==> config.mk <==
export PLATFORM = sky130hd
export DESIGN_NAME = fvn_perm_ram
export DESIGN_NICKNAME = d
export VERILOG_FILES = /design/src/sv/fvn_pkg.sv /design/src/sv/fvn_perm_ram.sv
export SDC_FILE = /design/constraint.sdc
export NUM_CORES = 2
export LEC_CHECK = 0
export BUFFER_PORTS_ARGS = -buffer_cell sky130_fd_sc_hd__buf_2
export CORE_MARGIN = 5
export CORE_UTILIZATION = 35
export CTS_BUF_LIST = sky130_fd_sc_hd__clkbuf_8
export DETAILED_ROUTE_END_ITERATION = 8
export PLACE_DENSITY_LB_ADDON = 0.08
export SKIP_CTS_REPAIR_TIMING = 1
export SYNTH_ARGS = -nofsm -noshare
export SYNTH_HDL_FRONTEND = slang
export SYNTH_SLANG_ARGS = --single-unit
export TNS_END_PERCENT = 100
==> constraint.sdc <==
create_clock -name clock -period 3.4 [get_ports clock]
set_input_delay 0.51 -clock clock [delete_from_list [all_inputs] [get_ports clock]]
set_output_delay 0.51 -clock clock [all_outputs]
set_load 0.05 [all_outputs]
==> src/sv/fvn_pkg.sv <==
// fvn_pkg: shared types and constants of the fractal value noise block.
// No dependencies; every other file refers to it by scoped names.
package fvn_pkg;

   localparam int COORD_W = 24;   // signed Q16.8 point coordinate
   localparam int IDX_W   = 8;    // table slot field
   localparam int VAL_W   = 8;    // table value field
   localparam int NOISE_W = 16;   // Q0.16 result
   localparam int FREQ_W  = 16;
   localparam int OCT_W   = 4;
   localparam int CSR_W   = 16;   // widest register
   localparam int CSR_IDX_W = 1;
   localparam int FRAC_W  = 16;   // Q0.16 fraction fed to smoothstep
   localparam int WGT_W   = 17;   // smoothstep weight, up to 1.0

   localparam logic [FREQ_W-1:0] FREQ_RESET = 16'd256;
   localparam logic [OCT_W-1:0]  OCT_RESET  = 4'd1;
   localparam logic [17:0]       SMOOTH_THREE = 18'h30000;   // 3.0 in Q2.16

   typedef enum logic [CSR_IDX_W-1:0] {
      CSR_FREQUENCY = 1'b0,
      CSR_OCTAVES   = 1'b1
   } csr_index_type;

   typedef enum logic {
      KIND_LOAD = 1'b0,
      KIND_EVAL = 1'b1
   } kind_type;

   typedef enum logic [3:0] {
      ST_IDLE,
      ST_ROW,
      ST_COL0,
      ST_COL1,
      ST_MIX0,
      ST_MIX1,
      ST_MIX2,
      ST_ACC,
      ST_DSTART,
      ST_DIV,
      ST_OUT
   } state_type;

endpackage

==> src/sv/fvn_perm_ram.sv <==
// fvn_perm_ram: permutation table, one write port and two registered read ports.
// Depends on fvn_pkg for the entry width.
module fvn_perm_ram #(
   parameter int TABLE_SIZE = 256,
   parameter int ADDR_W = 8
) (
   input  logic                        clock,
   input  logic                        wr_en,
   input  logic [ADDR_W-1:0]           wr_addr,
   input  logic [fvn_pkg::VAL_W-1:0]   wr_data,
   input  logic [ADDR_W-1:0]           rd_a_addr,
   input  logic [ADDR_W-1:0]           rd_b_addr,
   output logic [fvn_pkg::VAL_W-1:0]   rd_a_data,
   output logic [fvn_pkg::VAL_W-1:0]   rd_b_data
);

   logic [fvn_pkg::VAL_W-1:0] mem [TABLE_SIZE];

   always_ff @(posedge clock) begin
      if (wr_en) begin
         mem[wr_addr] <= wr_data;
      end
   end

   always_ff @(posedge clock) begin
      rd_a_data <= mem[rd_a_addr];
      rd_b_data <= mem[rd_b_addr];
   end

endmodule

# [Word-level counts from Yosys, hierarchy flattened]
# Memories as Yosys holds them, arrays and structs flattened. A register that Yosys moved wholly into a read port is not among the register bits.
# Cells that the tools add are included.
[word_totals] in_bits=34 out_inout_bits=16 ramBits=2048 mem_count=1 wordCells=3 mem_bits_ro=0 regBits=0 latchBits=0
[classes] reduce_logical=0 mul=0 shift=0 bitwise=0 n_div=0 order_cmp=0 muxes=2 n_eq_ne=0 add_sub_neg=0
[mem_list] memory="mem" depth=256 width=8 read_ports=2 rd_clocked_by_memory_dff=2 wr=1 line_no="fvn_perm_ram.sv:17" text="logic [fvn_pkg::VAL_W-1:0] mem [TABLE_SIZE];"
[op_table] operator="two-way mux 1 bit" n=2

# [Longest topological paths before layout]
[depth] word_depth=2 ltp_mapped=12 mapped_depth_nobuf=6

# [Least setup slack after synthesis]
# Ideal clock, no wire load.
[synth_path] kind="input port to flip-flop" start="in rd_b_addr[0]" end="reg rd_b_data[0] (netlist bit), read port of mem" n_path_buf=3 setup_slack_ns=0.849 required_time_ns=3.260 setup_ns=0.140 path_stages=9 arrival_ns=2.411 cell_sequence="buf_4 > buf_6 > buf_2 > mux4_2 > mux4_2 > nand2_1 > a21oi_1 > a21oi_1 > a221oi_2"
[synth_lines] item="start: declaration" line_no="fvn_perm_ram.sv:12" text="input logic [ADDR_W-1:0] rd_b_addr,"
[synth_lines] item="end: declaration" line_no="fvn_perm_ram.sv:14" text="output logic [fvn_pkg::VAL_W-1:0] rd_b_data"

==> impl_metrics.json <==
{
  "initial_core_util": 0.351,
  "critPathBufInv": 1,
  "worstPathMaxFanout": 2,
  "path_class": "flop to flop",
  "slowest_stage": "nor3_1",
  "cp_slowest_stage_delay_ps": 810,
  "cp.required_ps": 4250,
  "core.rowCount": 193,
  "post-route-period-util": 0.864,
  "wl_met3_mm": 25.7,
  "power_density_nw_per_um2": 492,
  "die_w_um": 536,
  "synth_edf_count": 2048,
  "drt_first_pass_iters": 8,
  "fin_crit_ps": 2940,
  "internal-power_w": 0.0414,
  "area_growth_syn_to_layout_pct": 17.3,
  "pwr-share-clk": 0.394,
  "wl_met1_mm": 157,
  "maxSlewViolCount": 0,
  "drv_cap": 1,
  "power.ir.vdd_worst_v": 0.000273,
  "synth_xor_xnor_area_share": 0,
  "dr.first_iter.drc_count": 6721,
  "final_common_cell": "edfxtp_1",
  "dieArea_sq_um": 288000,
  "syn_area_per_cell_sq_um": 20.0,
  "finalHoldViolCount": 0,
  "power_w": 0.0559,
  "numCtsBuffers": 371,
  "synthFlopType": "edfxtp_1",
  "rsz0062_at_grt": "false",
  "p_comb_frac": 0.102,
  "async_flop_share": 0,
  "dp_hpwl_mm": 252,
  "whs_ps": 45.2,
  "grt_start_max_net_pins": 134,
  "ys.warnings.count": 0,
  "port-buffer-count": 49,
  "final_cell_mix": "edfxtp_1 (2048), mux4_2 (1051), buf_4 (695), clkbuf_8 (381), nor2_1 (296)",
  "fp.dieH_um": 536,
  "synth_top_cell_by_area": "edfxtp_1",
  "clock_sink_count": 2064,
  "core_sq_um": 276000,
  "drc_errors": 0,
  "io_pins": 50,
  "synth_fa_ha_area_frac": 0,
  "skew_ps": 75.9,
  "p_sw_w": 0.0145,
  "cp.arrival_ps": 3790,
  "cp-start-kind": "flop",
  "synth-seq-cells": 2064,
  "violations": "capacitance limit",
  "synthCells": 4847,
  "path_cells": "mux4_2 -> a22o_1 -> a221oi_1 -> buf_4 -> o32ai_1 -> nor3_1 -> nor4_1",
  "vias": 57300,
  "grt_pass1_vias": 58700,
  "ys_types": 65,
  "n_fill_cell": 24800,
  "swShare": 0.260,
  "antenna_found_initial": 29,
  "synth_compound_area_frac": 0.0354,
  "worstMarginPinSlew_ps": 1480,
  "grt_pass1_wl_mm": 500,
  "seq_power_share": 0.504,
  "grt_usage": 0.251,
  "ctsLongestPathBuffers": 4,
  "synthesis.nets": 4881,
  "ant_nets": 0,
  "hold_class": "primary input to flop",
  "endpoint_kind": "flop",
  "multi_input_area_sq_um": 32600,
  "drive_above_1_share": 0.406,
  "clkLatencyLatePin_ps": 1040,
  "cts_root_buffer": "clkbuf_8",
  "max_freq_mhz": 340,
  "nNetsFinal": 5718,
  "cts_tree": "done",
  "netlist.area_leader.share": 0.634,
  "p_leak_nw": 37.1,
  "relSlewSlack": 0.00482,
  "h-tree-depth": 5,
  "finalWirelength_mm": 365,
  "seqCellArea_sq_um": 61800,
  "place.gp.congestion": 0.889,
  "cp_top_family": "simple AND/OR/NAND/NOR gates",
  "fin_util": 0.412,
  "via_per_inst": 5.91,
  "yosys.area_share.simple": 0.0270,
  "synth_mux_area_frac": 0.273,
  "path_clk_slew_ps": 60,
  "yosys-top-cells-area": "edfxtp_1 (63%), mux4_2 (24%), mux2i_1 (2.4%)",
  "status": "finished with violations",
  "grt-ovfl-total": 0,
  "yosysSeqAreaShare": 0.637,
  "wl_per_cell_um": 37.7,
  "fin_tns_setup_ps": 0,
  "synth_top_family_by_area": "multiplexers",
  "routed.top_layer": "met5",
  "finalSetupViolations": 0,
  "met2WireLength_mm": 170,
  "netlist_area_sq_um": 97000
}
[cell families (layout without fill, tap and decap cells)]
logic type      after synthesis  count (layout)
simple gates                591             591
mux                        1325            1325
other cells                   0              15
buf+inv                     401            1526
compound gates              466             466
flops                      2064            2064
[Yosys cell counts (all sizes together) (4+ instances only)]
master	count
o22ai	48
nand3	52
nand4	13
nor3	21
and3b	5
nor2b	27
nor2	299
a211oi	28
a221o	10
o31ai	11
a211o	6
o221ai	67
a22oi	62
o2111ai	4
nand2	114
clkinv	4
mux2	38
o211ai	13
a31oi	4
and3	5
o21ai	37
clkbuf	137
or2	6
a2bb2oi	9
o21bai	5
a32o	4
nand3b	6
buf	258
mux4	1051
dfxtp	16
a221oi	37
edfxtp	2048
and2	12
nor3b	7
mux2i	236
nand2b	11
nor4	7
a21oi	79
a22o	22
[final timing paths]
check        depth (start not counted)  slack, ps                  start                     to
max                                  7        460   mem[95][4]$_DFFE_PP_   rd_a_data[4]$_DFF_P_
min                                  1         50             wr_data[0]  mem[211][0]$_DFFE_PP_
max reg2reg                          7        460   mem[95][4]$_DFFE_PP_   rd_a_data[4]$_DFF_P_
min reg2reg                          5       1070  mem[126][4]$_DFFE_PP_   rd_b_data[4]$_DFF_P_
[layout make-up]
class / count / share of cell area
inverter: 6 / 0.000231
timing repair buffer: 859 / 0.0691
antenna: 15 / 0.000330
multi-input combinational: 2382 / 0.286
clock inverter: 281 / 0.0135
tap: 3705 / 0.0408
clock buffer: 380 / 0.0460
sequential: 2064 / 0.544
[worst register-to-register path: stages (launching register included)]
cell and delay (ps):
edfxtp_1 370, mux4_2 480, a22o_1 240, a221oi_1 290, buf_4 210, o32ai_1 180
nor3_1 820, nor4_1 140
[metal layers]
metal,global-route usage,up-vias
met4,0.0784,4
met3,0.0404,471
li1,-,22800
met2,0.395,2583
met1,0.359,31400
met5,0,-
[flip-flops by register name, summed over array words and instances (netlist names)]
register / cells
rd_b_data: 8
mem: 2048
rd_a_data: 8
[metrics by stage]
stage / instance area [sq um] / setup slack, ps / instances
global placement: 107000 / -586 / 9008
finish: 114000 / 463 / 9692
global route: 114000 / 448 / 9688
detailed placement: 107000 / -455 / 9009
floorplan: 97000 / 849 / 4847
CTS: 114000 / 517 / 9670
[power groups by stage]
stage,Sequential [W],Clock (W),Combinational [W]
global placement,0.0287,0,0.00572
detailed placement,0.0287,0,0.00572
CTS,0.0282,0.0227,0.00573
floorplan,0.0288,0,0.00278
global route,0.0282,0.0239,0.00589
finish,0.0282,0.0220,0.00572
No activity file was read; power rests on OpenSTA's default activity.
