**config.mk**
```make
export PLATFORM = sky130hd
export DESIGN_NAME = fvn_div
export DESIGN_NICKNAME = d
export VERILOG_FILES = /design/src/sv/fvn_pkg.sv /design/src/sv/fvn_div.sv
export SDC_FILE = /design/constraint.sdc
export NUM_CORES = 1
export LEC_CHECK = 0
export ABC_AREA = 1
export BUFFER_PORTS_ARGS = -buffer_cell sky130_fd_sc_hd__buf_4
export CAP_MARGIN = 20
export CORE_ASPECT_RATIO = 1.75
export CORE_MARGIN = 4
export CORE_UTILIZATION = 55
export DETAILED_ROUTE_END_ITERATION = 7
export GPL_ROUTABILITY_DRIVEN = 0
export MAX_ROUTING_LAYER = met4
export PLACE_DENSITY_LB_ADDON = 0.08
export SLEW_MARGIN = 20
export SYNTH_ARGS = -nofsm -noshare
export SYNTH_HDL_FRONTEND = slang
export SYNTH_SLANG_ARGS = --single-unit
export TNS_END_PERCENT = 30
```
**constraint.sdc**
```tcl
create_clock -name clock -period 3.5 [get_ports clock]
set_clock_uncertainty 0.2 [all_clocks]
set_input_delay 0.175 -clock clock [delete_from_list [all_inputs] [get_ports clock]]
set_output_delay 0.175 -clock clock [all_outputs]
set_load 0.01 [all_outputs]
```
**src/sv/fvn_pkg.sv**
```systemverilog
// fvn_pkg: shared types and constants of the fractal value noise block.
// No dependencies; every other file refers to it by scoped names.
package fvn_pkg;

   localparam int COORD_W = 24;   // signed Q16.8 point coordinate
   localparam int IDX_W   = 8;    // table slot field
   localparam int VAL_W   = 8;    // table value field
   localparam int NOISE_W = 16;   // Q0.16 result
   localparam int FREQ_W  = 16;
   localparam int OCT_W   = 4;
   localparam int CSR_W   = 16;   // widest register
   localparam int CSR_IDX_W = 1;
   localparam int FRAC_W  = 16;   // Q0.16 fraction fed to smoothstep
   localparam int WGT_W   = 17;   // smoothstep weight, up to 1.0

   localparam logic [FREQ_W-1:0] FREQ_RESET = 16'd256;
   localparam logic [OCT_W-1:0]  OCT_RESET  = 4'd1;
   localparam logic [17:0]       SMOOTH_THREE = 18'h30000;   // 3.0 in Q2.16

   typedef enum logic [CSR_IDX_W-1:0] {
      CSR_FREQUENCY = 1'b0,
      CSR_OCTAVES   = 1'b1
   } csr_index_type;

   typedef enum logic {
      KIND_LOAD = 1'b0,
      KIND_EVAL = 1'b1
   } kind_type;

   typedef enum logic [3:0] {
      ST_IDLE,
      ST_ROW,
      ST_COL0,
      ST_COL1,
      ST_MIX0,
      ST_MIX1,
      ST_MIX2,
      ST_ACC,
      ST_DSTART,
      ST_DIV,
      ST_OUT
   } state_type;

endpackage

```
**src/sv/fvn_div.sv**
```systemverilog
// fvn_div: restoring divider, one quotient bit per cycle, NOISE_W-bit quotient.
// The caller guarantees the quotient fits. Depends on fvn_pkg.
module fvn_div #(
   parameter int DIVIDEND_W = 24,
   parameter int DIVISOR_W  = 8
) (
   input  logic                         clock,
   input  logic                         reset,
   input  logic                         start,
   input  logic [DIVIDEND_W-1:0]        dividend,
   input  logic [DIVISOR_W-1:0]         divisor,
   output logic                         done,
   output logic [fvn_pkg::NOISE_W-1:0]  quotient
);

   localparam int QW = fvn_pkg::NOISE_W;
   localparam int CW = $clog2(QW);

   logic              busy_ff, busy_in;
   logic              done_ff, done_in;
   logic [CW-1:0]     cnt_ff, cnt_in;
   logic [DIVIDEND_W-1:0] rem_ff, rem_in;
   logic [DIVIDEND_W-1:0] dsh_ff, dsh_in;
   logic [QW-1:0]     quo_ff, quo_in;
   logic              fits;

   assign fits = rem_ff >= dsh_ff;

   always_comb begin
      busy_in = busy_ff;
      done_in = 1'b0;
      cnt_in  = cnt_ff;
      rem_in  = rem_ff;
      dsh_in  = dsh_ff;
      quo_in  = quo_ff;
      if (start) begin
         busy_in = 1'b1;
         cnt_in  = '0;
         rem_in  = dividend;
         dsh_in  = DIVIDEND_W'(divisor) << (QW - 1);
      end else if (busy_ff) begin
         if (fits) begin
            rem_in = rem_ff - dsh_ff;
         end
         quo_in = {quo_ff[QW-2:0], fits};
         dsh_in = dsh_ff >> 1;
         cnt_in = cnt_ff + 1'b1;
         if (cnt_ff == CW'(QW - 1)) begin
            busy_in = 1'b0;
            done_in = 1'b1;
         end
      end
   end

   always_ff @(posedge clock) begin
      if (reset) begin
         busy_ff <= 1'b0;
         done_ff <= 1'b0;
      end else begin
         busy_ff <= busy_in;
         done_ff <= done_in;
      end
      cnt_ff <= cnt_in;
      rem_ff <= rem_in;
      dsh_ff <= dsh_in;
      quo_ff <= quo_in;
   end

   assign done     = done_ff;
   assign quotient = quo_ff;

endmodule

```
* Word-level counts from Yosys, hierarchy flattened
Cells that the tools add are included.
W data, S select, Z words.
** Operators by class
- Divide/modulo/power cells :: 0
- Add/sub/neg operators :: 2
- Reductions and logical operators :: 5
- Multipliers :: 0
- Magnitude comparators :: 1
- Bitwise operators :: 2
- Mux-type cells :: 9
- Equality and inequality tests :: 1
- Shift-type cells :: 0
** Operator list (number)
- $mux W24 :: 3
- $mux W23 :: 2
- $ge A24 B23 Y1 :: 1
- $sub A24 B23 Y24 :: 1
- $add A4 B1 Y4 const B :: 1
- $eq A4 B4 Y1 const B :: 1
- $mux W1 :: 4
- $reduce_and A2 Y1 :: 2
- $reduce_bool A2 Y1 :: 2
- $reduce_or A3 Y1 :: 1
- $not A1 Y1 :: 2
** Word-level totals
- RAM bits :: 0
- Memory bits (read-only) :: 0
- Bits in latches :: 0
- Output and inout port bits :: 17
- Memories kept :: 0
- Word-level logic and storage cells :: 27
- Register bits after elaboration :: 69

* Longest topological paths before layout
Gate-level depths: netlist of the first run.
- Word-level depth :: 4
- Depth in mapped cells :: 14
- Mapped depth without buffers :: 14

* Least setup slack after synthesis of the first run
Ideal clock, no wire load.
- Kind :: reg2reg
- Start :: register rem_ff[0]
- End :: register rem_ff[0], enable pin
- Period minus slack after synthesis :: 2.636 ns
- Path buffers :: 0
- Cell stages (with the launch flop) :: 14
- Data arrival time :: 2.011 ns
- Setup slack :: 0.864 ns
- Path through :: edfxtp_1 -> inv_1 -> ha_1 -> inv_1 -> fa_1 -> nand2_1 -> nand2_1 -> and2_4 -> nand2_2 -> nand2_2 -> nand2_1 -> nand4_2 -> nand2_1 -> nand2_1
** On the way
- Longest elaborated chain between the ends :: 3
** Ends and longest elaborated chain
- from (decl) :: RTL line fvn_div.sv:22 : logic [DIVIDEND_W-1:0] rem_ff, rem_in;
- from (signal assigned) :: RTL line fvn_div.sv:64 : rem_ff <= rem_in;
- $ge A24 B23 Y1 :: RTL line fvn_div.sv:27 : assign fits = rem_ff >= dsh_ff;
- named net fits :: RTL line fvn_div.sv:25 : logic fits;
- $reduce_bool A2 Y1 (no line)
- $reduce_and A2 Y1 (no line)
The timed path passes the listed nets, and every way through them passes these cells.
A chain may end at the register's enable or synchronous reset.

* Final worst setup path of the first run
- Start :: register rem_ff[0]
- End :: register rem_ff[6], enable pin
Same word-level chain as after synthesis.

==> results of run 1 <==
[critical path: stages (launching register included)]
cell and delay (ns):
edfxtp_1 0.36, inv_1 0.06, ha_1 0.14, inv_1 0.08, fa_1 0.42, nand2_1 0.10
nand2_1 0.08, and2_4 0.16, nand2_2 0.06, nand2_2 0.07, nand2_1 0.07, nand4_2 0.10
nand2_1 0.08, nand2_1 0.05, buf_4 0.28
[timing repair]
item,4_1_cts,5_1_grt
hold buffers,33,0
resized for setup,0,0
endpoints found under the hold margin,34,0
[flip-flops by register name, summed over array words and instances, names as in the netlist]
register / cells
busy_ff: 1
cnt_ff: 4
done: 1
dsh_ff: 23
quotient: 16
rem_ff: 24
[synth_stat cells, types with 2 or more instances]
cell      count
a21oi_1      15
buf_2         5
clkbuf_1      4
dfxtp_1      21
edfxtp_1     48
ha_1         24
inv_1       117
nand2_1     212
nand2_2      10
nand3_1      35
nand3b_1      6
nand4_1       6
nor2_1       28
nor2_2       10
nor2_4        2
nor3_1        8
o21ai_0      12
o21ai_1       4
o22ai_1      14
or2_1         4
or2_2         2
xnor2_1       2
[final timing paths]
path                    start          end  slack [ns]  depth (start not counted)
hold reg to reg   quotient[4]  quotient[5]        0.25                          0
hold / removal          start    cnt_ff[3]        0.15                          2
setup reg to reg    rem_ff[0]    rem_ff[6]        0.91                         14
setup / recovery    rem_ff[0]    rem_ff[6]        0.91                         14
[per-stage QoR]
step | utilization (%) | setup slack [ns] | cells | cell area, µm² | power, mW
detailed placement | 63.0 | 0.933 | 729 | 4830 | 1.94
finish | 71.6 | 0.909 | 778 | 5490 | 2.96
global placement | 63.0 | 1.02 | 729 | 4830 | 1.92
global route | 71.6 | 0.751 | 778 | 5490 | 3.15
CTS | 71.6 | 0.905 | 778 | 5490 | 2.97
floorplan | - | 0.864 | 597 | 4370 | 1.69
[logic make-up (layout without fill, tap and decap cells)]
family | count (synthesis) | in the layout | share of synthesized area [%]
simple gates | 327 | 327 | 32.6
buf+inv | 126 | 219 | 11.0
xor+xnor | 2 | 2 | 0.401
compound gates | 48 | 48 | 6.08
flops | 69 | 69 | 42.6
fa+ha+maj | 25 | 25 | 7.34
[placed cells by master (no fill, tap or decap), types with 14 or more instances in the layout]
cell type,Yosys,routed
nand2_1,212,212
inv_1,117,117
buf_4,0,53
edfxtp_1,48,48
nand3_1,35,35
dlygate4sd3_1,0,33
nor2_1,28,28
ha_1,24,24
dfxtp_1,21,21
a21oi_1,15,15
o22ai_1,14,14
[layer usage]
layer / part of all wire, % / routed length, µm / GRT usage, % / vias up
met4: 5.6 / 624 / 16.3 / 0
met1: 36 / 4000 / 25.5 / 1859
met3: 4.0 / 442 / 3.99 / 40
li1: - / - / - / 2069
met2: 54 / 6020 / 45.8 / 111
met5: 0 / 0 / - / -
[final cells by class]
cell class,count,area (µm²)
Fill cell,636,2180
Multi-Input combinational cell,402,2020
Sequential cell,69,1860
Timing Repair Buffer,86,728
Inverter,117,439
Clock buffer,9,225
Tap cell,88,110
Clock inverter,7,103
[power by group through the flow]
stage,Sequential [mW],Clock [mW],Combinational [mW]
2_1_floorplan,1.01,0,0.680
3_3_place_gp,1.02,0,0.897
3_5_place_dp,1.02,0,0.914
4_1_cts,1.01,1.02,0.951
5_1_grt,1.01,1.05,1.09
6_report,1.01,0.998,0.957
==> key figures, run 1 <==
Run status
  • Outcome: finished, final reports clean

Flow run
  • Max_cap viols: 0

Critical path
  • CP Data Arrival Time: 2.45 ns
  • Startpoint Class: flip-flop
  • Endpoint class of the critical path: flip-flop
  • Kind of critical path: reg2reg
  • Crit-path max FO: 24
  • WP data required: 3.36 ns

Cells and area
  • Share of cells above drive strength 1: 13.9%
  • Area Growth Syn to Fin: 25.8%
  • Nets@finish: 745
  • Antenna cells: 0

Yosys
  • Leading post-synthesis cells by cell area: edfxtp_1 33%, nand2_1 18%, inv_1 10%, dfxtp_1 9.6%, ha_1 6.9%
  • Async SR Flop Fraction: 0%
  • Leading area contributor after synthesis: edfxtp_1
  • Yosys cell types: 30
  • Synth Net Count: 657
  • #FFs+latches synth: 69
  • Syn Inst Count: 597
  • Synth Flop Type: edfxtp_1
  • Seq/Total Area, Yosys: 42.6%
  • Mapped Area: 4370 µm²
  • Synth Warn #: 0
  • Synth top area share: 33.0%
  • Number of flops mapped to enable cells by yosys: 48
  • Syn_area_per_cell: 7.31 µm²

Timing
  • Max_slew headroom: 36.9%
  • Max Freq: 0.386 GHz
  • Setup violations, final: 0
  • Hold WS: 0.145 ns
  • Final setup TNS: 0 ns
  • Final worst path period share: 74.0%
  • Final Max Tran Viols: 0
  • RSZ-0062 raised after global routing: false
  • Fin crit period: 2.59 ns
  • Worst slew pin tran: 0.946 ns
  • Fin. Hold Viols: 0

Detailed routing
  • Vias per inst: 5.24
  • First-pass detailed-route iteration total: 5
  • Final routed DRC violation total: 0
  • Vias after detailed routing: 4079
  • Avg WL per Cell: 14.2 µm
  • Antenna viol nets, final: 0
  • Total wire length: 11.1 mm
  • Starting DRT DRC Count: 176

CTS
  • Total CTS buffers: 9
  • Longest Clk Path Bufs: 2
  • CTS tree: built
  • Setup Fix Bufs, Post-CTS: 0
  • Root Driver: clkbuf_16
  • Worst-path clk slew: 0.06 ns
  • Clock Latency Late Sink: 0.34 ns
  • # clock sinks: 69
  • H-Tree Level Count: 3

Power
  • Cell internal pwr: 1.96 mW
  • Gate power share: 32.3%
  • Max IR drop VDD: 0.359 mV
  • P per Cell Area: 539 nW/µm²
  • Clock power frac: 33.7%
  • Sw frac: 33.8%
  • Sw power: 1.00 mW
  • Leak pwr: 2.69 nW
  • Reg power frac: 34.0%

Die
  • Die height: 126 µm
  • # IOs: 52
  • Floorplan core area: 7670 µm²
  • Initial Util: 56.9%
  • Die X-Extent: 75.3 µm
  • Full die area: 9480 µm²
  • Cell Rows: 42

GRT
  • Largest net degree at the start of global routing: 42
  • Grt total ovfl: 0
  • Global-route wire length before repair: 18.4 mm
  • Vias in the first global route: 4198
  • Total Routing Usage GR: 26.2%
  • Initial antenna violation count: 0

Placed design
  • I/O Buffers: 51
  • Dpl hpwl: 8.12 mm

Hold path
  • Hold crit path type: in2reg
Power figures use the tool's default switching activity.
==> run 2, diff against run 1 <==
- CORE_UTILIZATION: 55 -> 53
- clock period: 3.5 -> 2.32 ns (I/O delays scaled with it)
==> run 2 against run 1 <==
The run now ends with setup timing left. Die area increased by 3.5%. Worst setup slack got worse by 0.93 ns. Maximum frequency increased by 11%. Critical endpoint is now rem_ff[10]. Sequential cell count unchanged. Register-to-register slack got worse by 0.93 ns. Sequential power increased by 50%. Sequential share of layout area decreased by 2.4 points. Wire length increased by 7.2%. Hold slack got worse by 0.13 ns.
==> key figures, run 2 (synthesized netlist as in run 1, its figures left out) <==
Run status
  • Outcome: finished with violations (was finished, final reports clean)
  • Failing checks: setup timing

Placed design
  • Dpl hpwl: 8.82 mm (was 8.12 mm)
  • I/O Buffers: 51 (unchanged)
  • Worst slack at placement: -0.111 ns (was 0.933 ns)

Critical path
  • Crit path depth: 13 (was 14)
  • Worst Setup SP: rem_ff[0] (unchanged)
  • Reg2Reg Setup Slack: -0.02 ns (was 0.91 ns)
  • CP endpoint: rem_ff[10] (was rem_ff[6])
  • Crit-path max FO: 6 (was 24)
  • Kind of critical path: reg2reg (unchanged)
  • CP delay by family, top: simple AND/OR/NAND/NOR gates (unchanged)
  • Reg2Reg Depth: 13 (was 14)
  • WP data required: 2.16 ns (was 3.36 ns)
  • CP cell instances: inv_1, ha_2, inv_2, fa_2, nand2_2, nand2_2, and2_4, nand2_2, nand2_2, nand2_2, nand4_4, nand2_8, nand2_8 (was inv_1, ha_1, inv_1, fa_1, nand2_1, nand2_1, and2_4, nand2_2, nand2_2, nand2_1, nand4_2, nand2_1, nand2_1, buf_4)
  • CP bufs+invs: 2 (was 3)
  • RR Startpoint: rem_ff[0] (unchanged)
  • Cell mode on critical path: nand2_2 (was nand2_1)
  • Crit-path slowest cell: edfxtp_1 (was fa_1)
  • R2r endpoint: rem_ff[10] (was rem_ff[6])
  • Endpoint class of the critical path: flip-flop (unchanged)
  • Worst path max stage delay: 0.35 ns (was 0.42 ns)
  • Startpoint Class: flip-flop (unchanged)
  • CP Data Arrival Time: 2.18 ns (was 2.45 ns)

Timing
  • Final worst path period share: 101% (was 74.0%)
  • Fin. Hold Viols: 0 (unchanged)
  • Final setup TNS: -0.347 ns (was 0 ns)
  • Final setup margin: -0.0245 ns (was 0.909 ns)
  • Hold WS: 0.0174 ns (was 0.145 ns)
  • RSZ-0062 raised after global routing: true (was false)
  • Final Max Tran Viols: 0 (unchanged)
  • Setup violations, final: 24 (was 0)
  • Fin crit period: 2.34 ns (was 2.59 ns)
  • Max_slew headroom: 30.3% (was 36.9%)
  • Max Freq: 0.427 GHz (was 0.386 GHz)
  • Worst slew pin tran: 1.04 ns (was 0.946 ns)

Power
  • P per Cell Area: 761 nW/µm² (was 539 nW/µm²)
  • Max IR drop VDD: 0.588 mV (was 0.359 mV)
  • Leak pwr: 2.88 nW (was 2.69 nW)

Cells and area
  • Commonest non-fill, non-tap cells in the layout: 205 x nand2_1, 116 x inv_1, 95 x buf_4, 48 x edfxtp_1 (was 212 x nand2_1, 117 x inv_1, 53 x buf_4, 48 x edfxtp_1, 35 x nand3_1)
  • Commonest non-fill, non-tap cell in the layout: nand2_1 (unchanged)
  • Antenna cells: 0 (unchanged)
  • Filler cells: 639 (was 636)
  • Multi-input gate area in the final layout: 2180 µm² (was 2020 µm²)
  • Nets@finish: 790 (was 745)
  • Max reg flops: 24 (unchanged)
  • Largest Register: rem_ff (unchanged)
  • FF/Latch Area: 1860 µm² (unchanged)
  • Area Growth Syn to Fin: 35.3% (was 25.8%)
  • Share of cells above drive strength 1: 21.2% (was 13.9%)

GRT
  • Vias in the first global route: 4265 (was 4198)
  • Total Routing Usage GR: 26.0% (was 26.2%)
  • Initial antenna violation count: 0 (unchanged)
  • Grt total ovfl: 0 (unchanged)
  • Global-route wire length before repair: 19.3 mm (was 18.4 mm)
  • Largest net degree at the start of global routing: 24 (was 42)

Detailed routing
  • Starting DRT DRC Count: 160 (was 176)
  • Vias per inst: 5.10 (was 5.24)
  • Avg WL per Cell: 14.4 µm (was 14.2 µm)
  • Vias after detailed routing: 4208 (was 4079)
  • Antenna viol nets, final: 0 (unchanged)
  • First-pass detailed-route iteration total: 4 (was 5)
  • Final routed DRC violation total: 0 (unchanged)
  • Total wire length: 11.9 mm (was 11.1 mm)

Die
  • Initial Util: 54.8% (was 56.9%)
  • Die height: 128 µm (was 126 µm)
  • Cell Rows: 43 (was 42)
  • Die X-Extent: 76.6 µm (was 75.3 µm)
  • Floorplan core area: 7960 µm² (was 7670 µm²)
  • Full die area: 9810 µm² (was 9480 µm²)
  • # IOs: 52 (unchanged)

Flow run
  • Max_cap viols: 0 (unchanged)

CTS
  • Clock Latency Late Sink: 0.33 ns (was 0.34 ns)
  • H-Tree Level Count: 3 (unchanged)
  • Longest Clk Path Bufs: 2 (unchanged)
  • Root Driver: clkbuf_16 (unchanged)
  • Total CTS buffers: 9 (unchanged)
  • Setup Fix Bufs, Post-CTS: 0 (unchanged)
  • CTS tree: built (unchanged)
  • # clock sinks: 69 (unchanged)
  • Worst-path clk slew: 0.06 ns (about the same)

Hold path
  • Hold crit path type: in2reg (unchanged)
-- run 2: cell types whose count changed in the layout (fill, tap and decap cells not counted), sizes merged --
| cell | previous run | this run |
|---|---|---|
| clkinv | 0 | 2 |
| clkinvlp | 1 | 3 |
| buf | 53 | 95 |
| inv | 121 | 119 |
| bufinv | 2 | 0 |
| nand2 | 222 | 225 |
-- run 2: worst min path at each step --
stage / slack [ns] / endpoint / cells past startpoint / start
5_1_grt: 0.05 / rem_ff[5] / 3 / start
4_1_cts: 0.01 / rem_ff[8] / 2 / start
6_report: 0.02 / rem_ff[8] / 2 / start
3_3_place_gp: 0.08 / done / 2 / reset
3_5_place_dp: 0.09 / done / 2 / reset
2_1_floorplan: -0.01 / done / 1 / reset
-- run 2: per-stage QoR --
stage                     total power, mW  area [µm²]  std cells  util [%]
after floorplan                      2.56        4370        597         -
after global routing                 4.80        5910        825      74.2
after CTS                            4.46        5820        824      73.1
after global placement               3.08        5160        773      64.8
after detailed placement             3.12        5160        773      64.8
final                                4.49        5910        825      74.2
-- run 2: routing by layer --
| metal | global-route usage, % | wire length [µm] | vias to the layer above |
|---|---|---|---|
| li1 | - | - | 2159 |
| met1 | 25.4 | 4460 | 1899 |
| met2 | 46.7 | 6270 | 109 |
| met3 | 4.50 | 417 | 41 |
| met4 | 17.8 | 738 | 0 |
| met5 | - | 0 | - |
-- run 2: final cells by class --
class,count,share of cell area [%]
well taps,90,1.91
multi-input cells,405,36.8
clock inverters,7,0.847
flip-flops and latches,69,31.5
clock buffers,9,3.81
repair buffers,128,17.7
inverters,117,7.43
-- run 2: where the power goes --
group	switching [mW]	internal, mW	total (mW)
registers	0.0516	1.47	1.52
logic	0.998	0.714	1.71
clock network	0.537	0.726	1.26
-- run 2: timing repair --
action,in CTS,in global routing
endpoints found under the hold margin,34,0
setup endpoints to repair,24,34
hold buffers,33,0
cloned,2,1
pin swaps,0,5
resized for setup,7,15
