$ cat src/sv/fvn_pkg.sv
// fvn_pkg: shared types and constants of the fractal value noise block.
// No dependencies; every other file refers to it by scoped names.
package fvn_pkg;

   localparam int COORD_W = 24;   // signed Q16.8 point coordinate
   localparam int IDX_W   = 8;    // table slot field
   localparam int VAL_W   = 8;    // table value field
   localparam int NOISE_W = 16;   // Q0.16 result
   localparam int FREQ_W  = 16;
   localparam int OCT_W   = 4;
   localparam int CSR_W   = 16;   // widest register
   localparam int CSR_IDX_W = 1;
   localparam int FRAC_W  = 16;   // Q0.16 fraction fed to smoothstep
   localparam int WGT_W   = 17;   // smoothstep weight, up to 1.0

   localparam logic [FREQ_W-1:0] FREQ_RESET = 16'd256;
   localparam logic [OCT_W-1:0]  OCT_RESET  = 4'd1;
   localparam logic [17:0]       SMOOTH_THREE = 18'h30000;   // 3.0 in Q2.16

   typedef enum logic [CSR_IDX_W-1:0] {
      CSR_FREQUENCY = 1'b0,
      CSR_OCTAVES   = 1'b1
   } csr_index_type;

   typedef enum logic {
      KIND_LOAD = 1'b0,
      KIND_EVAL = 1'b1
   } kind_type;

   typedef enum logic [3:0] {
      ST_IDLE,
      ST_ROW,
      ST_COL0,
      ST_COL1,
      ST_MIX0,
      ST_MIX1,
      ST_MIX2,
      ST_ACC,
      ST_DSTART,
      ST_DIV,
      ST_OUT
   } state_type;

endpackage

$ cat src/sv/fvn_smooth.sv
// fvn_smooth: two-stage smoothstep weight, w = t*t*(3 - 2t), Q0.16 in, Q1.16 out.
// Free running, registered in t2_ff/m_ff, then weight_ff. Depends on fvn_pkg.
module fvn_smooth (
   input  logic                        clock,
   input  logic [fvn_pkg::FRAC_W-1:0]  frac,
   output logic [fvn_pkg::WGT_W-1:0]   weight
);

   logic [31:0] sq;
   logic [15:0] t2_ff;
   logic [17:0] m_ff;
   logic [33:0] wp;
   logic [fvn_pkg::WGT_W-1:0] weight_ff;

   assign sq = frac * frac;
   assign wp = t2_ff * m_ff;

   always_ff @(posedge clock) begin
      t2_ff     <= sq[31:16];
      m_ff      <= fvn_pkg::SMOOTH_THREE - {1'b0, frac, 1'b0};
      weight_ff <= wp[32:16];
   end

   assign weight = weight_ff;

endmodule

$ cat config.mk
export PLATFORM = sky130hd
export DESIGN_NAME = fvn_smooth
export DESIGN_NICKNAME = d
export VERILOG_FILES = /design/src/sv/fvn_pkg.sv /design/src/sv/fvn_smooth.sv
export SDC_FILE = /design/constraint.sdc
export NUM_CORES = 1
export LEC_CHECK = 0
export ABC_AREA = 1
export BUFFER_PORTS_ARGS = -buffer_cell sky130_fd_sc_hd__buf_2
export CAP_MARGIN = 0
export CORE_AREA = 2 2 195 197
export CTS_CLUSTER_DIAMETER = 150
export CTS_CLUSTER_SIZE = 14
export DETAILED_ROUTE_END_ITERATION = 16
export DIE_AREA = 0 0 197 199
export GPL_ROUTABILITY_DRIVEN = 0
export PLACE_DENSITY = 0.68
export SLEW_MARGIN = 20
export SYNTH_ARGS = -nofsm -noshare
export SYNTH_HDL_FRONTEND = slang
export SYNTH_SLANG_ARGS = --single-unit
export TNS_END_PERCENT = 50
$ cat constraint.sdc
create_clock -name clock -period 5.8 [get_ports clock]
set_input_delay 1.16 -clock clock [delete_from_list [all_inputs] [get_ports clock]]
set_output_delay 1.16 -clock clock [all_outputs]
set_load 0.01 [all_outputs]
=== Word level (Yosys, flattened, before mapping) ===
Cells that the tools add are included.

* Register bits: 51
* Output and inout port bits: 17
* Word-level logic and storage cells: 6

* $add $sub $neg: 1
* Multipliers: 2

{| class="wikitable"
|+ Operators with widths
! kind !! number
|-
| $mul A16 B18 Y33 || 1
|-
| $mul A16 B16 Y32 || 1
|-
| $sub A18 B17 Y18 const A || 1
|}

=== Longest topological paths before layout ===
Gate-level depths: netlist (run 1).

* Depth in word-level cells: 1
* Mapped depth: 27
* Depth with buffers taken out: 25

=== Least setup slack after synthesis (run 1) ===
No wires, ideal clock.

* Path kind: input -> register
* Start: input port frac[13] (netlist name)
* End: register t2_ff[5]
* Setup time: 0.113 ns
* Arrival: 6.000 ns
* Data required time: 5.687 ns
* Slack: -0.313 ns
* Stages: 22
* Path through: clkbuf_1 -> buf_1 -> nand2_1 -> fa_1 -> fa_1 -> inv_1 -> fa_1 -> fa_1 -> fa_1 -> inv_1 -> fa_1 -> inv_1 -> ha_1 -> nand2_1 -> o21ai_0 -> nand2_1 -> nand2_1 -> inv_1 -> nand3_1 -> nand2_1 -> inv_1 -> nor2_1

* Longest elaborated chain between the ends: 1

{| class="wikitable"
|+ Ends and longest elaborated chain
! what !! line !! RTL
|-
| from (decl) || fvn_smooth.sv:5 || <nowiki>input logic [fvn_pkg::FRAC_W-1:0] frac,</nowiki>
|-
| $mul A16 B16 Y32 || fvn_smooth.sv:15 || <nowiki>assign sq = frac * frac;</nowiki>
|-
| named net sq[21] || fvn_smooth.sv:9 || <nowiki>logic [31:0] sq;</nowiki>
|-
| to (signal assigned) || fvn_smooth.sv:19 || <nowiki>t2_ff <= sq[31:16];</nowiki>
|-
| to (decl) || fvn_smooth.sv:10 || <nowiki>logic [15:0] t2_ff;</nowiki>
|}

The timed path passes the listed nets, and every way through them passes these cells.

=== Worst setup path in the final report (run 1) ===
* Start: input port frac[13] (netlist name)
* End: register t2_ff[3]

Same word-level chain as after synthesis.

==> run metrics, run 1 <==
outcome finished, final reports clean; placed instance area 0.0199 sq mm; Crit path largest cell delay 580 ps; Yosys top cell by area fa_1; Worst Path Required 6010 ps; cell row count 71; largest net degree at the start of global routing 18; adder-cell share of the synthesized area 53.6%; Reg2Reg Depth 20; layout net count 3143; Initial Util 49.6%; HP Start m_ff[1]$_DFF_P_; top_reg_cell synth dfxtp_1; CTS Buf Count 5; post-synthesis sequential area ratio 5.44%; mux cell area share after synthesis 0%; worst r2r src t2_ff[3]$_DFF_P_; Final Max Tran Viols 0; FF+latch count, synth 50; Final ANT Viol Nets 0; drt first pass iters 5; drt drc 0; synth warn 0; register clock-pin slew on the reported worst setup and hold paths 80 ps; Tmin final 5610 ps; xor/xnor cell area share of the yosys netlist 1.52%; post-synthesis compound-gate area fraction 3.45%; largest family of logic cells by synthesized area adder cells; top post-synthesis cells by area fa_1, inv_1, nand2_1; synthesized area 0.0184 sq mm; RSZ-0062 raised after global routing true; Buffers on Ports 33; Boundary Pins 34; Chip Height 199 um; total core area 0.0371 sq mm; crit-path most repeated cell fa_1; WL/cell 14.4 um; area share of the largest cell type after synthesis 40.1%; EDFF count, synth 0; Die Wd 197 um; dpl ws -342 ps; GRT Total Usage 24.3%; max cap viols 0; Die ar. 0.0392 sq mm; vias after detailed routing 15200; Worst Hold Path EP weight[5]$_DFF_P_; Synth cell types 36; period utilization 96.7%; Clock Sink Count 50; worst hold slack 984 ps; worst rel slew slack 50.3%; crit path cell chain buf_2 > buf_4 > nand2_1 > fa_1 > fa_1 > inv_1 > fa_1 > fa_1 > fa_1 > fa_1 > ha_4 > nand2_2 > nor2_2 > inv_1 > nor2_2 > nand2_1 > nand2_1 > nand2_1 > nand3_1 > nand2_1; area grow syn2layout 10.5%; cell with the largest stage delay on the worst path fa_1; CTS Hold Bufs 0; cells after synthesis 2475; post-route cell area 0.0203 sq mm; wire length of the first global-routing pass 76900 um; async set or reset register ratio after synthesis 0%; most common library cells after synthesis inv_1, nand2_1, fa_1, ha_1, nor2_1; Worst setup EP type flop; fillers 3487; initial antenna violation count 0; Final HPWL DP 38000 um; Mapped Avg Cell Area 7.44 sq um; clock root buffer clkbuf_16; r2r setup slk 280 ps; Worst EP arrival 5820 ps; final setup margin 193 ps; DRT iter0 DRCs 889; kind of critical path in -> reg; final setup vio count 0; Hold Crit Depth 6; CTS max path bufs 2; most numerous cell in the Yosys netlist inv_1; Tightest Hold Check Type reg -> reg; number of global-route vias before repair 16700; diodes inserted 0; layout cells sized above 1 10.1%; Worst Max-Slew Pin Slew 745 ps; total grt overflow 0; Buf/Inv on CP 4; reg-to-reg endpoint weight[15]$_DFF_P_; Highest Clock Rate 178 MHz; htree depth 2; clk_lat worst skew 320 ps; Layout Utilization 54.8%; DR vias/cell 5.02; Mapped Nets 3059; CP Launch Type input port; Setup Skew 16.3 ps; Post-Synth Simple-Gate Area 18.7%; wirelength, routed 43600 um; final hold violations 0; CP max FO 7; CP top delay family adder cells; CTS tree built
==> timing repair <==
item / 4_1_cts / 5_1_grt
cloned: 0 / 0
buffers inserted: 0 / 2
resized for setup: 1 / 87
setup endpoints to repair: 1 / 28
pin swaps: 0 / 22
==> worst register-to-register path, delay by kind of cell (launching register included) <==
kind                       cells  cell delay [ps]
adders and majority gates      7             3380
buffers and inverters          4              270
DFF                            1              670
and+or+nand+nor                9             1120
==> placed cells by master (no fill, tap or decap), drive strengths merged <==
| cell type | netlist | layout |
|---|---|---|
| nor2 | 91 | 91 |
| dfxtp | 50 | 50 |
| a31oi | 1 | 1 |
| and2 | 1 | 1 |
| o21ai | 45 | 45 |
| nand2 | 671 | 671 |
| ha | 198 | 198 |
| or2 | 2 | 2 |
| o21a | 1 | 1 |
| nand4 | 19 | 19 |
| clkbuf | 80 | 8 |
| inv | 747 | 748 |
| o21bai | 7 | 7 |
| bufinv | 0 | 1 |
| nor3 | 15 | 15 |
| nand3b | 1 | 1 |
| nor4 | 4 | 4 |
| a21oi | 64 | 64 |
| xnor2 | 10 | 10 |
| buf | 15 | 169 |
| a21o | 3 | 3 |
| nand2b | 1 | 1 |
| nand3 | 58 | 58 |
| clkinvlp | 0 | 1 |
| xor2 | 22 | 22 |
| fa | 369 | 369 |
==> logic make-up after synthesis <==
family / count (synthesis)
DFF: 50
and+or+nand+nor: 863
AOI/OAI and AO/OA: 121
adders and majority gates: 567
xor gates and xnor gates: 32
buffers and inverters: 842
==> flip-flops by register name, indices dropped and copies added, names as in the netlist <==
| register | cells |
|---|---|
| t2_ff | 16 |
| m_ff | 17 |
| weight | 17 |
==> layout make-up <==
class	count	area (sq um)	area share (%)
clock buffers	5	125	0.615
flip-flops and latches	50	1010	4.97
clock inverters	3	48.8	0.240
repair buffers	172	1280	6.30
well taps	474	593	2.92
inverters	747	2800	13.8
multi-input cells	1583	14500	71.2
==> through the flow <==
stage                     std cells  setup TNS (ps)
after floorplan                2475            -141
after global placement         3024           -1770
after detailed placement       3024           -3250
after CTS                      3032               0
after global routing           3034           -67.5
final                          3034               0
==> per-layer routing <==
layer  GRT usage, %  vias to the layer above  share of wire [%]
li1               -                     7222                  -
met1           30.6                     7468                 42
met2           43.8                      437                 50
met3           2.58                       98                5.5
met4           7.44                        0                2.6
met5              0                        -                  0
==> worst max path at each step <==
stage / from / to / slack (ps) / cells past startpoint
after floorplan: frac[3] / t2_ff[9]$_DFF_P_ / -30 / 23
after global placement: frac[4] / t2_ff[9]$_DFF_P_ / -230 / 19
after detailed placement: frac[4] / t2_ff[9]$_DFF_P_ / -340 / 19
after CTS: frac[6] / t2_ff[5]$_DFF_P_ / 50 / 21
after global routing: frac[2] / t2_ff[9]$_DFF_P_ / -40 / 22
final: frac[13] / t2_ff[3]$_DFF_P_ / 190 / 20
Power of run 1 is not shown: default switching activity piles up to over one toggle a cycle in this logic, so the estimate is an artifact.
==> run 2, diff against run 1 <==
- PLACE_DENSITY: 0.68 -> 0.73
==> run 2 against run 1 <==
Compared with the run above:
- first-iteration DRC count is 8.8% higher
- routed wire length fell by 1.1%
- fmax down 0.25%
- critical path type unchanged
- largest cell class unchanged
- non-clock buffer count is 17 lower
==> run metrics, run 2 (synthesis gave the netlist of run 1 again) <==
Worst EP arrival 5830 ps (about the same); total grt overflow 0 (unchanged); final setup vio count 0 (unchanged); worst r2r src t2_ff[4]$_DFF_P_; RSZ-0062 raised after global routing true; htree depth 2 (unchanged); initial antenna violation count 0 (unchanged); Boundary Pins 34 (unchanged); layout cells sized above 1 10.4% (+0.34 points); DR vias/cell 5.03 (+0.19%); CTS tree built; drt drc 0 (unchanged); largest net degree at the start of global routing 18 (unchanged); fillers 3428 (-1.7%); cell with the largest stage delay on the worst path fa_2; Tmin final 5620 ps (+14.2 ps); Worst Hold Path EP weight[5]$_DFF_P_; Die ar. 0.0392 sq mm (unchanged); Clock Sink Count 50 (unchanged); Reg2Reg Depth 19 (-5.0%); layout net count 3126 (-0.54%); CTS Buf Count 5 (unchanged); CP Launch Type input port; vias after detailed routing 15200 (-0.37%); worst rel slew slack 49.1% (-1.1 points); Worst Max-Slew Pin Slew 762 ps (+17.1 ps); most common cell after layout, fill and taps aside inv_1; max cap viols 0 (unchanged); Die Wd 197 um (unchanged); Final ANT Viol Nets 0 (unchanged); WL/cell 14.3 um (-0.52%); crit path cell chain buf_6 > buf_6 > nand2_2 > inv_2 > fa_1 > inv_1 > fa_1 > inv_1 > fa_2 > fa_2 > fa_1 > inv_1 > fa_1 > inv_2 > ha_4 > nand2_1 > nand2_2 > nand2_1 > nand2_2 > nand2_1 > a21oi_1 > nor2_1 > nand3_1 > nand2_1; commonest non-fill, non-tap cells in the layout inv_1, nand2_1, fa_1; Post-Place Cells 3008 (-0.53%); period utilization 96.9% (+0.24 points); clock root buffer clkbuf_16; Worst Path Required 6010 ps (about the same); Setup Skew 8.24 ps (-8.04 ps); wirelength, routed 43100 um (-1.1%); Hold Crit Depth 6 (unchanged); Final Max Tran Viols 0 (unchanged); Initial Util 49.6% (unchanged); outcome finished, final reports clean; Final HPWL DP 37500 um (-1.4%); reg-to-reg endpoint weight[15]$_DFF_P_; wire length of the first global-routing pass 76600 um (-0.40%); CTS Hold Bufs 0 (unchanged); DRT iter0 DRCs 967 (+8.8%); final hold violations 0 (unchanged); area grow syn2layout 9.73%; Crit path largest cell delay 540 ps (-40 ps); CP max FO 9 (+2); number of global-route vias before repair 16600 (-0.48%); Worst setup EP type flop; HP Start m_ff[1]$_DFF_P_; Chip Height 199 um (unchanged); CTS max path bufs 2 (unchanged); diodes inserted 0 (unchanged); GRT Total Usage 24.1% (-0.11 points); drt first pass iters 5 (unchanged); r2r setup slk 290 ps (about the same); non-filler instance count after layout 3017 (-0.56%); kind of critical path in -> reg; total core area 0.0371 sq mm (unchanged); Highest Clock Rate 178 MHz (-0.25%); clk_lat worst skew 310 ps (about the same); register clock-pin slew on the reported worst setup and hold paths 70 ps (about the same); Tightest Hold Check Type reg -> reg; cell row count 71 (unchanged); Buffers on Ports 33 (unchanged)
-- run 2: how the worst max path moves through the flow --
stage / to / start / slack [ps] / cells after the start
final: t2_ff[11]$_DFF_P_ / frac[8] / 180 / 24
after global routing: t2_ff[5]$_DFF_P_ / frac[5] / -10 / 22
after CTS: t2_ff[15]$_DFF_P_ / frac[2] / 60 / 22
after detailed placement: t2_ff[15]$_DFF_P_ / frac[2] / -280 / 22
after global placement: t2_ff[15]$_DFF_P_ / frac[2] / -250 / 20
after floorplan: t2_ff[9]$_DFF_P_ / frac[3] / -30 / 23
-- run 2: layout make-up --
cell class | instances | area (sq um) | area share, %
Multi-Input combinational cell | 1583 | 14500 | 71.8
Inverter | 747 | 2800 | 13.9
Clock inverter | 2 | 13.8 | 0.0681
Tap cell | 474 | 593 | 2.94
Sequential cell | 50 | 1020 | 5.04
Timing Repair Buffer | 155 | 1130 | 5.61
Clock buffer | 6 | 129 | 0.638
-- run 2: what timing repair did --
item	CTS	global route
endpoints found under the setup margin	0	25
gates resized for setup	0	126
setup buffers	0	1
-- run 2: routing by layer --
layer | GRT usage, % | routed length, um | up-vias
met5 | 0 | 0 | -
met4 | 6.79 | 1090 | 0
met3 | 2.61 | 2580 | 94
met2 | 44.6 | 21900 | 492
met1 | 29.9 | 17600 | 7393
li1 | - | - | 7189
-- run 2: critical path: cells and delay by family --
family                   cells  cell delay [ps]
adder cells (fa/ha/maj)      7             3330
AND/OR/NAND/NOR              9              660
buffers and inverters        7              510
AO/OA/AOI/OAI                1              150
-- run 2: metrics by stage --
step	hold WS (ps)	util (%)	area [sq um]	TNS, ps	setup slack [ps]
2_1_floorplan	720	-	18500	-141	-30.6
3_3_place_gp	942	53.2	19700	-2350	-245
3_5_place_dp	942	53.2	19700	-3920	-277
4_1_cts	964	53.6	19900	0	56.4
5_1_grt	1060	54.4	20200	-25.4	-14.6
6_report	982	54.4	20200	0	179
Power of run 2 is left out for the same reason.
==> run 3, diff against run 2 <==
- ABC_AREA: 1 -> not set
- CORE_AREA: 2 2 195 197 -> 2 2 184 186
- DIE_AREA: 0 0 197 199 -> 0 0 186 188
- PLACE_DENSITY: 0.73 -> not set
- PLACE_DENSITY_LB_ADDON: not set -> 0.1
- clock period: 5.8 -> 5.7 ns (I/O delays scaled with it)
==> run 3 against run 2 <==
Compared with the run above:
- the run now ends with setup timing left
- first-iteration DRC count down 53%
- sequential share of layout area up 0.41 points
- critical path depth down 4
- critical path type unchanged
==> run metrics, run 3 <==
outcome finished, violations left; failing checks setup timing; largest net degree at the start of global routing 17 (-1); vias after detailed routing 11800 (-22%); Die Wd 186 um (-5.6%); period utilization 108%; synth warn 0 (unchanged); GRT Total Usage 23.5% (-0.67 points); placed instance area 0.0186 sq mm (-5.9%); Highest Clock Rate 162 MHz; diodes inserted 0 (unchanged); wire length of the first global-routing pass 64800 um (-15%); post-synthesis sequential area ratio 6.13% (+0.69 points); area share of the largest cell type after synthesis 45.2% (+5.1 points); Yosys top cell by area fa_1; Tmin final 6170 ps; final setup vio count 13 (+13); Die ar. 0.0350 sq mm (-11%); clk_lat worst skew 310 ps (about the same); layout cells sized above 1 17.7% (+7.3 points); Final HPWL DP 32600 um (-13%); Boundary Pins 34 (unchanged); kind of critical path in -> reg; HP Start t2_ff[15]$_DFF_P_; initial antenna violation count 0 (unchanged); wirelength, routed 37700 um (-13%); Clock Sink Count 50 (unchanged); Setup Skew 10.6 ps (+2.36 ps); Worst Max-Slew Pin Slew 815 ps (+52.5 ps); Initial Util 49.3% (-0.26 points); M1 WL 17300 um (-1.2%); Worst setup EP type flop; clock root buffer clkbuf_16; Final Max Tran Viols 0 (unchanged); RSZ-0062 raised after global routing true; Chip Height 188 um (-5.5%); WL/cell 15.5 um (+8.7%); CP max FO 6 (-3); Crit path largest cell delay 570 ps (+30 ps); async set or reset register ratio after synthesis 0% (unchanged); worst r2r src t2_ff[7]$_DFF_P_; Buf/Inv on CP 4 (-3); commonest non-fill, non-tap cells in the layout inv_1, fa_1, nand2_1; EDFF count, synth 0 (unchanged); synthesized area 0.0163 sq mm (-11%); DRT iter0 DRCs 458 (-53%); total core area 0.0331 sq mm (-11%); Worst Path Required 5890 ps (-120 ps); fillers 3010 (-12%); Tightest Hold Check Type reg -> reg; most numerous cell in the Yosys netlist inv_1; worst rel slew slack 45.6% (-3.5 points); Synth cell types 49 (+36%); most common library cells after synthesis inv_1, fa_1, nand2_1, ha_1, and2_1; Mapped Nets 2360 (-23%); CP Launch Type input port; Worst Hold Path EP weight[16]$_DFF_P_; final setup margin -475 ps (-654 ps); met2 WL 18700 um (-15%); cell row count 67 (-5.6%); CTS Buf Count 5 (unchanged); top post-synthesis cells by area fa_1, ha_1, inv_1; post-route cell area 0.0192 sq mm (-5.0%); crit path cell chain buf_8 > and2_1 > fa_1 > inv_1 > fa_1 > inv_1 > fa_1 > fa_1 > fa_1 > fa_1 > ha_4 > nand4_1 > nor3_2 > o211ai_1 > nand4_1 > a21oi_2 > buf_4 > o31ai_4 > nor4_2 > a311o_1; CTS tree built; max cap viols 0 (unchanged); Mapped Avg Cell Area 9.20 sq um (+24%); drt first pass iters 5 (unchanged); DR WL met3 1210 um (-53%); number of global-route vias before repair 13000 (-22%); top_reg_cell synth dfxtp_1; dpl ws -916 ps (-639 ps); register clock-pin slew on the reported worst setup and hold paths 70 ps (about the same); Buffers on Ports 33 (unchanged); most common cell after layout, fill and taps aside inv_1; final hold violations 0 (unchanged); CTS max path bufs 2 (unchanged); Final ANT Viol Nets 0 (unchanged); DR vias/cell 4.86 (-3.3%); r2r setup slk 40 ps (-250 ps); cell with the largest stage delay on the worst path fa_1; cells after synthesis 1776 (-28%); drt drc 0 (unchanged); CP top delay family adder cells; crit-path most repeated cell fa_1; layout net count 2561 (-18%); Top Layer Used met4; Reg2Reg Depth 19 (unchanged); area grow syn2layout 17.6%; total grt overflow 0 (unchanged); reg-to-reg endpoint weight[9]$_DFF_P_; htree depth 2 (unchanged); FF+latch count, synth 50 (unchanged); Worst EP arrival 6360 ps (+530 ps); Hold Crit Depth 5 (-1)
[run 3: cell types whose count changed after synthesis, sizes merged, moves of 6 or more]
cell | previous run | this run
nand2 | 671 | 237
inv | 747 | 454
and2 | 1 | 174
nor2 | 91 | 30
nand3 | 58 | 8
a21oi | 64 | 33
o21ai | 45 | 14
xnor2 | 10 | 40
clkbuf | 80 | 62
buf | 15 | 1
a21o | 3 | 16
nand4 | 19 | 6
nor3 | 15 | 7
nor2b | 0 | 6
[run 3: stage by stage]
step	instances	setup TNS (ps)	utilization [%]	hold slack, ps
global route	2426	-7980	58.0	1080
finish	2426	-3620	58.0	1040
detailed placement	2409	-11890	56.1	1090
CTS	2425	-4210	57.7	1080
global placement	2409	-11440	56.1	1070
floorplan	1776	-5870	-	734
[run 3: worst max path at each step]
| stage | slack [ps] | cells past startpoint | endpoint | startpoint |
|---|---|---|---|---|
| 4_1_cts | -480 | 20 | t2_ff[15]$_DFF_P_ | frac[6] |
| 3_3_place_gp | -870 | 21 | t2_ff[15]$_DFF_P_ | frac[6] |
| 2_1_floorplan | -610 | 22 | t2_ff[15]$_DFF_P_ | frac[10] |
| 5_1_grt | -640 | 26 | t2_ff[9]$_DFF_P_ | frac[3] |
| 6_report | -470 | 20 | t2_ff[15]$_DFF_P_ | frac[6] |
| 3_5_place_dp | -920 | 21 | t2_ff[15]$_DFF_P_ | frac[6] |
[run 3: timing repair]
action,in CTS,in global routing
pin swaps,33,23
hold buffers,0,0
setup buffers,8,3
resized for setup,86,26
cloned,1,0
endpoints found under the setup margin,27,27
[run 3: layer usage]
layer,global-route usage (%),vias up
met5,0,-
met4,3.36,0
met3,1.61,29
met2,40.9,193
met1,32.9,5954
li1,-,5618
[run 3: worst register-to-register path: cells and delay by family, from the launching register on]
kind | cells | cell delay, ps
AOI/OAI and AO/OA | 4 | 630
buffers and inverters | 5 | 470
adders and majority gates | 7 | 3390
and+or+nand+nor | 3 | 580
DFF | 1 | 480
[run 3: final cells by class]
cell class              count  area, sq um  area share (%)
repair buffers            257         2070            10.8
multi-input cells        1209        13700            71.1
clock buffers               6          129           0.671
flip-flops and latches     50         1050            5.45
inverters                 454         1700            8.88
well taps                 448          561            2.92
clock inverters             2         37.5           0.195
[run 3: logic make-up after synthesis]
| group | after synthesis | share of synthesized area [%] |
|---|---|---|
| AO/OA/AOI/OAI | 95 | 3.81 |
| XOR/XNOR | 58 | 3.11 |
| adder cells (fa/ha/maj) | 567 | 60.4 |
| buffers and inverters | 517 | 11.9 |
| flip-flops | 50 | 6.13 |
| multiplexers | 1 | 0.0689 |
| AND/OR/NAND/NOR | 488 | 14.6 |
Power of run 3 is left out for the same reason.
